`config.mk`:
```
export PLATFORM = sky130hd
export DESIGN_NAME = ufct_ctrl
export DESIGN_NICKNAME = d
export VERILOG_FILES = /design/src/ufct_pkg.sv /design/src/ufct_ctrl.sv
export SDC_FILE = /design/constraint.sdc
export NUM_CORES = 1
export LEC_CHECK = 0
export ABC_CLOCK_PERIOD_IN_PS = 7700
export BUFFER_PORTS_ARGS = -buffer_cell sky130_fd_sc_hd__buf_2
export CAP_MARGIN = 20
export CORE_AREA = 2 2 148 150
export CTS_BUF_LIST = sky130_fd_sc_hd__clkbuf_4 sky130_fd_sc_hd__clkbuf_8 sky130_fd_sc_hd__clkbuf_16
export DETAILED_ROUTE_END_ITERATION = 8
export DIE_AREA = 0 0 150 152
export PLACE_DENSITY = 0.66
export SETUP_SLACK_MARGIN = 0.4
export SYNTH_ARGS = -nofsm -noshare
export SYNTH_HDL_FRONTEND = slang
export SYNTH_SLANG_ARGS = --single-unit
```
`constraint.sdc`:
```
create_clock -name clk -period 7.7 [get_ports clk]
set_input_delay 0.385 -clock clk [delete_from_list [all_inputs] [get_ports clk]]
set_output_delay 0.385 -clock clk [all_outputs]
set_load 0.005 [all_outputs]
```
`src/ufct_pkg.sv`:
```
package ufct_pkg;

  // Result status codes
  typedef enum logic [2:0] {
    ST_IGNORED      = 3'd0,
    ST_KNOWN        = 3'd1,
    ST_NEW          = 3'd2,
    ST_REMOVED      = 3'd3,
    ST_SHUT_UNKNOWN = 3'd4,
    ST_FULL         = 3'd5
  } status_t;

  localparam logic [15:0] SERVER_PORT_RESET = 16'd9090;
  localparam logic [63:0] SHUTDOWN_WORD     = 64'h5348_5554_444F_574E;
  localparam logic [15:0] SHUTDOWN_LEN      = 16'd8;
  localparam logic [31:0] COUNT_MAX         = 32'hFFFF_FFFF;

  // One table entry as held in the memory
  typedef struct packed {
    logic        valid;
    logic [31:0] addr;
    logic [15:0] port;
    logic [31:0] count;
  } entry_t;

  // One parsed datagram
  typedef struct packed {
    logic [63:0] payload_head;
    logic [15:0] payload_len;
    logic [15:0] dest_port;
    logic [15:0] sender_port;
    logic [31:0] src_ip;
  } item_t;

  // One result item
  typedef struct packed {
    logic [31:0] count;
    status_t     status;
  } res_t;

endpackage

```
`src/ufct_ctrl.sv`:
```
module ufct_ctrl #(
  parameter int DEPTH = 64,
  parameter int AW    = 6
) (
  input  logic              clk,
  input  logic              rst,
  input  logic [15:0]       listen_port,
  input  logic              in_valid,
  output logic              in_ready,
  input  ufct_pkg::item_t   in_item,
  output logic              res_valid,
  input  logic              res_taken,
  output ufct_pkg::res_t    res,
  output logic              mem_we,
  output logic [AW-1:0]     mem_waddr,
  output ufct_pkg::entry_t  mem_wdata,
  output logic              mem_re,
  output logic [AW-1:0]     mem_raddr,
  input  ufct_pkg::entry_t  mem_rdata
);

  typedef enum logic [5:0] {
    S_CLEAR  = 6'b000001,
    S_IDLE   = 6'b000010,
    S_SCAN   = 6'b000100,
    S_TAIL   = 6'b001000,
    S_DECIDE = 6'b010000,
    S_DONE   = 6'b100000
  } state_t;

  localparam logic [AW-1:0] LAST_IDX = AW'(DEPTH - 1);

  state_t           state;
  logic [AW-1:0]    idx;
  logic             chk_vld;
  logic             hit;
  logic             free_found;
  logic [AW-1:0]    chk_idx;
  logic [AW-1:0]    hit_idx;
  logic [31:0]      hit_count;
  logic [AW-1:0]    free_idx;
  logic             shut;
  ufct_pkg::item_t  item;
  logic             accept;
  logic             rd_match;
  logic [31:0]      count_inc;

  assign in_ready  = (state == S_IDLE);
  assign accept    = in_valid && in_ready;
  assign res_valid = (state == S_DONE);

  // Compare the entry returned by the memory against the captured sender.
  assign rd_match = chk_vld && mem_rdata.valid && (mem_rdata.addr == item.src_ip)
                    && (mem_rdata.port == item.sender_port);

  assign count_inc = (hit_count == ufct_pkg::COUNT_MAX) ? hit_count : hit_count + 32'd1;

  // Memory access: clearing writes, scan reads and the single update write.
  always_comb begin
    mem_we    = 1'b0;
    mem_waddr = idx;
    mem_wdata = '0;
    mem_re    = (state == S_SCAN);
    mem_raddr = idx;
    if (state == S_CLEAR) begin
      mem_we = 1'b1;
    end else if (state == S_DECIDE) begin
      if (hit) begin
        mem_we          = 1'b1;
        mem_waddr       = hit_idx;
        mem_wdata.valid = !shut;
        mem_wdata.addr  = item.src_ip;
        mem_wdata.port  = item.sender_port;
        mem_wdata.count = count_inc;
      end else if (!shut && free_found) begin
        mem_we          = 1'b1;
        mem_waddr       = free_idx;
        mem_wdata.valid = 1'b1;
        mem_wdata.addr  = item.src_ip;
        mem_wdata.port  = item.sender_port;
        mem_wdata.count = 32'd1;
      end
    end
  end

  // Sequencer: clear pass after reset, then one datagram at a time.
  always_ff @(posedge clk) begin
    if (rst) begin
      state      <= S_CLEAR;
      idx        <= '0;
      chk_vld    <= 1'b0;
      hit        <= 1'b0;
      free_found <= 1'b0;
    end else begin
      unique case (state)
        S_CLEAR: begin
          if (idx == LAST_IDX) begin
            idx   <= '0;
            state <= S_IDLE;
          end else begin
            idx <= idx + AW'(1);
          end
        end
        S_IDLE: begin
          if (accept) begin
            hit        <= 1'b0;
            free_found <= 1'b0;
            idx        <= '0;
            if (in_item.dest_port != listen_port) begin
              state <= S_DONE;
            end else begin
              state <= S_SCAN;
            end
          end
        end
        S_SCAN: begin
          chk_vld <= 1'b1;
          if (idx == LAST_IDX) begin
            idx   <= '0;
            state <= S_TAIL;
          end else begin
            idx <= idx + AW'(1);
          end
        end
        S_TAIL: begin
          chk_vld <= 1'b0;
          state   <= S_DECIDE;
        end
        S_DECIDE: begin
          state <= S_DONE;
        end
        S_DONE: begin
          if (res_taken) begin
            state <= S_IDLE;
          end
        end
        default: begin
          state <= S_CLEAR;
        end
      endcase
      // Record the first matching entry and the lowest free one.
      if (rd_match && !hit) begin
        hit <= 1'b1;
      end
      if (chk_vld && !mem_rdata.valid && !free_found) begin
        free_found <= 1'b1;
      end
    end
  end

  // Datapath registers, no reset needed.
  always_ff @(posedge clk) begin
    chk_idx <= idx;
    if (accept) begin
      item       <= in_item;
      shut       <= (in_item.payload_len == ufct_pkg::SHUTDOWN_LEN)
                    && (in_item.payload_head == ufct_pkg::SHUTDOWN_WORD);
      res.status <= ufct_pkg::ST_IGNORED;
      res.count  <= '0;
    end
    if (rd_match && !hit) begin
      hit_idx   <= chk_idx;
      hit_count <= mem_rdata.count;
    end
    if (chk_vld && !mem_rdata.valid && !free_found) begin
      free_idx <= chk_idx;
    end
    if (state == S_DECIDE) begin
      if (hit && shut) begin
        res.status <= ufct_pkg::ST_REMOVED;
        res.count  <= '0;
      end else if (hit) begin
        res.status <= ufct_pkg::ST_KNOWN;
        res.count  <= count_inc;
      end else if (shut) begin
        res.status <= ufct_pkg::ST_SHUT_UNKNOWN;
        res.count  <= '0;
      end else if (free_found) begin
        res.status <= ufct_pkg::ST_NEW;
        res.count  <= 32'd1;
      end else begin
        res.status <= ufct_pkg::ST_FULL;
        res.count  <= '0;
      end
    end
  end

endmodule

```
==> flow_summary.json <==
{
  "fin_ws_ns": 4.14,
  "antenna_found_initial": 6,
  "insertion_delay_ns": 0.42,
  "reg2reg_from": "hit_count[0]",
  "clockBufferDepth": 2,
  "cp_max_fo": 7,
  "track_usage": 0.205,
  "slew-limit-headroom": 0.319,
  "synthTopCellsByArea": "edfxtp_1 (52%), xnor2_1 (9.9%), dfxtp_1 (5.7%)",
  "cts_sinks": 149,
  "cts_tree": "done",
  "area_delta_synth_final_pct": 37.4,
  "status": "finished clean",
  "cellLeakagePower_nw": 4.04,
  "vias": 6394,
  "io_pins": 377,
  "ys.flop_type": "edfxtp_1",
  "grt_util_met3": 0.0495,
  "dpl_cell_area_um2": 9490,
  "path_class": "reg -> out",
  "busiest_layer": "met2",
  "cts_max_level": 4,
  "synth_cells": 637,
  "yosys_warnings": 0,
  "max-vdd-ir-drop_mv": 0.133,
  "powerDensity_nw_per_um2": 180,
  "r2r_end": "res[4]",
  "postRouteAntennaNets": 0,
  "hold_violations": 0,
  "cts_setup_buffers": 0,
  "clk_pin_slew_ns": 0.07,
  "async_reset_ff_frac": 0,
  "fin_crit_sh": 0.462,
  "synth.most_common_cell": "edfxtp_1",
  "multiInputGateArea_um2": 2930,
  "grt_max_degree": 56,
  "dp_cells": 1275,
  "rows": 54,
  "ctsResizeCount": 0,
  "vias_per_cell": 4.87,
  "tightest_slew_ns": 1.02,
  "die_h_um": 152,
  "grt_remaining_overflow": 0,
  "synth_nets": 884,
  "synth_edf_count": 128,
  "met2_usage": 0.383,
  "synth_largest_area_cell": "edfxtp_1",
  "cp.required_ns": 7.32,
  "core_area_um2": 21400,
  "cts_root_buf": "clkbuf_16",
  "drc": 0,
  "gp_congestion": 0.922,
  "synth_top_cell_area_share": 0.521,
  "final-seq-area_um2": 4260,
  "final_cells": 1314,
  "setup_viol": 0,
  "post-route-cell-area_um2": 10100,
  "startpoint": "hit_count[0]",
  "die_w_um": 150,
  "min-delay-start": "in_item[45]",
  "place_hpwl_mm": 19.4,
  "hold_class": "in -> reg",
  "period_minus_slack_ns": 3.56,
  "post-place-ws_ns": 4.55,
  "met1_usage": 0.227,
  "wl_per_cell_um": 18.3,
  "synth_cell_types": 53,
  "dieArea_um2": 22800,
  "grt_pass1_wl_mm": 34.5,
  "cts_hold_buf": 0,
  "finish.utilization": 0.474,
  "fin_nets": 1264,
  "drt_iter0_drc": 375,
  "first_global_vias": 6239,
  "r2r_cells": 6,
  "worstSetupStartpointType": "flop",
  "yosysSeqAreaShare": 0.579,
  "fmax_mhz": 281,
  "avgSynthCellArea_um2": 11.6,
  "dr.pass1.iters": 7,
  "finalClockSkew_ns": 0.0123,
  "worstSetupEndpointType": "output pin",
  "r2r_setup_slack_ns": 4.82,
  "start_util": 0.345,
  "cap_violations": 0,
  "io_buffers": 376,
  "drv_slew": 0,
  "synthTopCellsByCount": "edfxtp_1 (128), xnor2_1 (83), nor2_1 (60), and2_1 (52), nand2_1 (40)",
  "setup_tns_ns": 0,
  "hold_depth": 1,
  "cts-buffers-inserted": 17,
  "synth-seq-cells": 149,
  "routed_wirelength_mm": 24.0,
  "fillers": 2081,
  "hold_path_end": "item[45]",
  "drive_above_1_share": 0.415,
  "cp_data_arrival_time_ns": 3.18,
  "rsz0062_at_grt": "false",
  "syn_area_um2": 7370
}
## where the power goes
part | leakage (nW) | switching (mW) | internal [mW] | total, mW
logic | 2.51 | 0.0481 | 0.0749 | 0.123
registers | 1.25 | 0.00926 | 0.880 | 0.889
clock network | 0.279 | 0.329 | 0.482 | 0.811
total | 4.04 | 0.386 | 1.44 | 1.82
## worst max path at each step
stage                    endpoint  slack [ns]  depth (start not counted)
floorplan            mem_raddr[2]        4.99                          7
CTS                 mem_wdata[32]        4.10                          5
global placement     mem_wdata[6]        4.65                          7
detailed placement  mem_wdata[32]        4.55                          5
global route         mem_wdata[6]        3.83                          7
finish               mem_wdata[6]        4.14                          7
## through the flow
| stage | power, mW | hold WS [ns] |
|---|---|---|
| final | 1.82 | 0.134 |
| after global routing | 1.88 | 0.113 |
| after CTS | 1.84 | 0.117 |
| after detailed placement | 1.03 | 0.412 |
| after global placement | 1.03 | 0.405 |
| after floorplan | 0.947 | 0.397 |
## layout make-up
| cell class | count | share of cell area |
|---|---|---|
| Sequential cell | 149 | 0.421 |
| Multi-Input combinational cell | 456 | 0.289 |
| Timing Repair Buffer | 383 | 0.194 |
| Clock buffer | 19 | 0.0435 |
| Tap cell | 280 | 0.0346 |
| Clock inverter | 13 | 0.0131 |
| Inverter | 10 | 0.00371 |
| Antenna cell | 4 | 0.000989 |
## cell families after synthesis
group | Yosys count | synth area share
and+or+nand+nor | 285 | 0.217
AOI/OAI and AO/OA | 75 | 0.0648
adders and majority gates | 2 | 0.00339
xor gates and xnor gates | 92 | 0.109
buffers and inverters | 32 | 0.0243
DFF | 149 | 0.579
muxes | 2 | 0.00272
## worst max-delay path, cell delays in order (launching register included)
cell,delay [ns]
edfxtp_1,0.49
ha_1,0.32
nand3_1,0.16
nor4_1,0.79
nand3_1,0.33
a41oi_1,0.36
and2_1,0.18
buf_2,0.12
## placed cells by master (no fill, tap or decap), types with 3 or more instances in the layout
cell type  count
o21ai_0       11
clkinv_2       3
nand4b_1       3
dfxtp_1       21
xor2_1         9
and3_1         5
buf_4          4
nor2_1        59
a22oi_1        6
clkinv_4       3
or3_1         12
a211oi_1       5
and4_1         4
buf_2        376
xnor2_1       83
nor3_1        13
diode_2        4
o2111ai_1      5
a31oi_1        4
edfxtp_1     128
nand2_1       40
nor4_1        13
or2_2          3
nand3_1       13
a21oi_1       27
o211ai_1       3
a311oi_1       3
nor4b_1       10
and2_1        52
nor2b_1        3
nor3b_1        3
inv_1          9
nor4bb_1       3
nand3b_1       3
clkbuf_16     17
nand4_1       33
a21oi_2        3
## routing by layer
metal / wire length [um] / part of all wire / up-vias
li1: - / - / 3117
met1: 8760 / 0.36 / 2957
met2: 13100 / 0.55 / 286
met3: 1710 / 0.071 / 30
met4: 410 / 0.017 / 4
met5: 24 / 0.0010 / -
## flip-flops by register name (all words and copies together), names as in the netlist
signal and count:
chk_idx 6, hit 1, mem_raddr 6, free_idx 6, shut 1, state 6
hit_count 32, chk_vld 1, free_found 1, item 48, res 35, hit_idx 6
No activity file was read; power rests on OpenSTA's default activity.
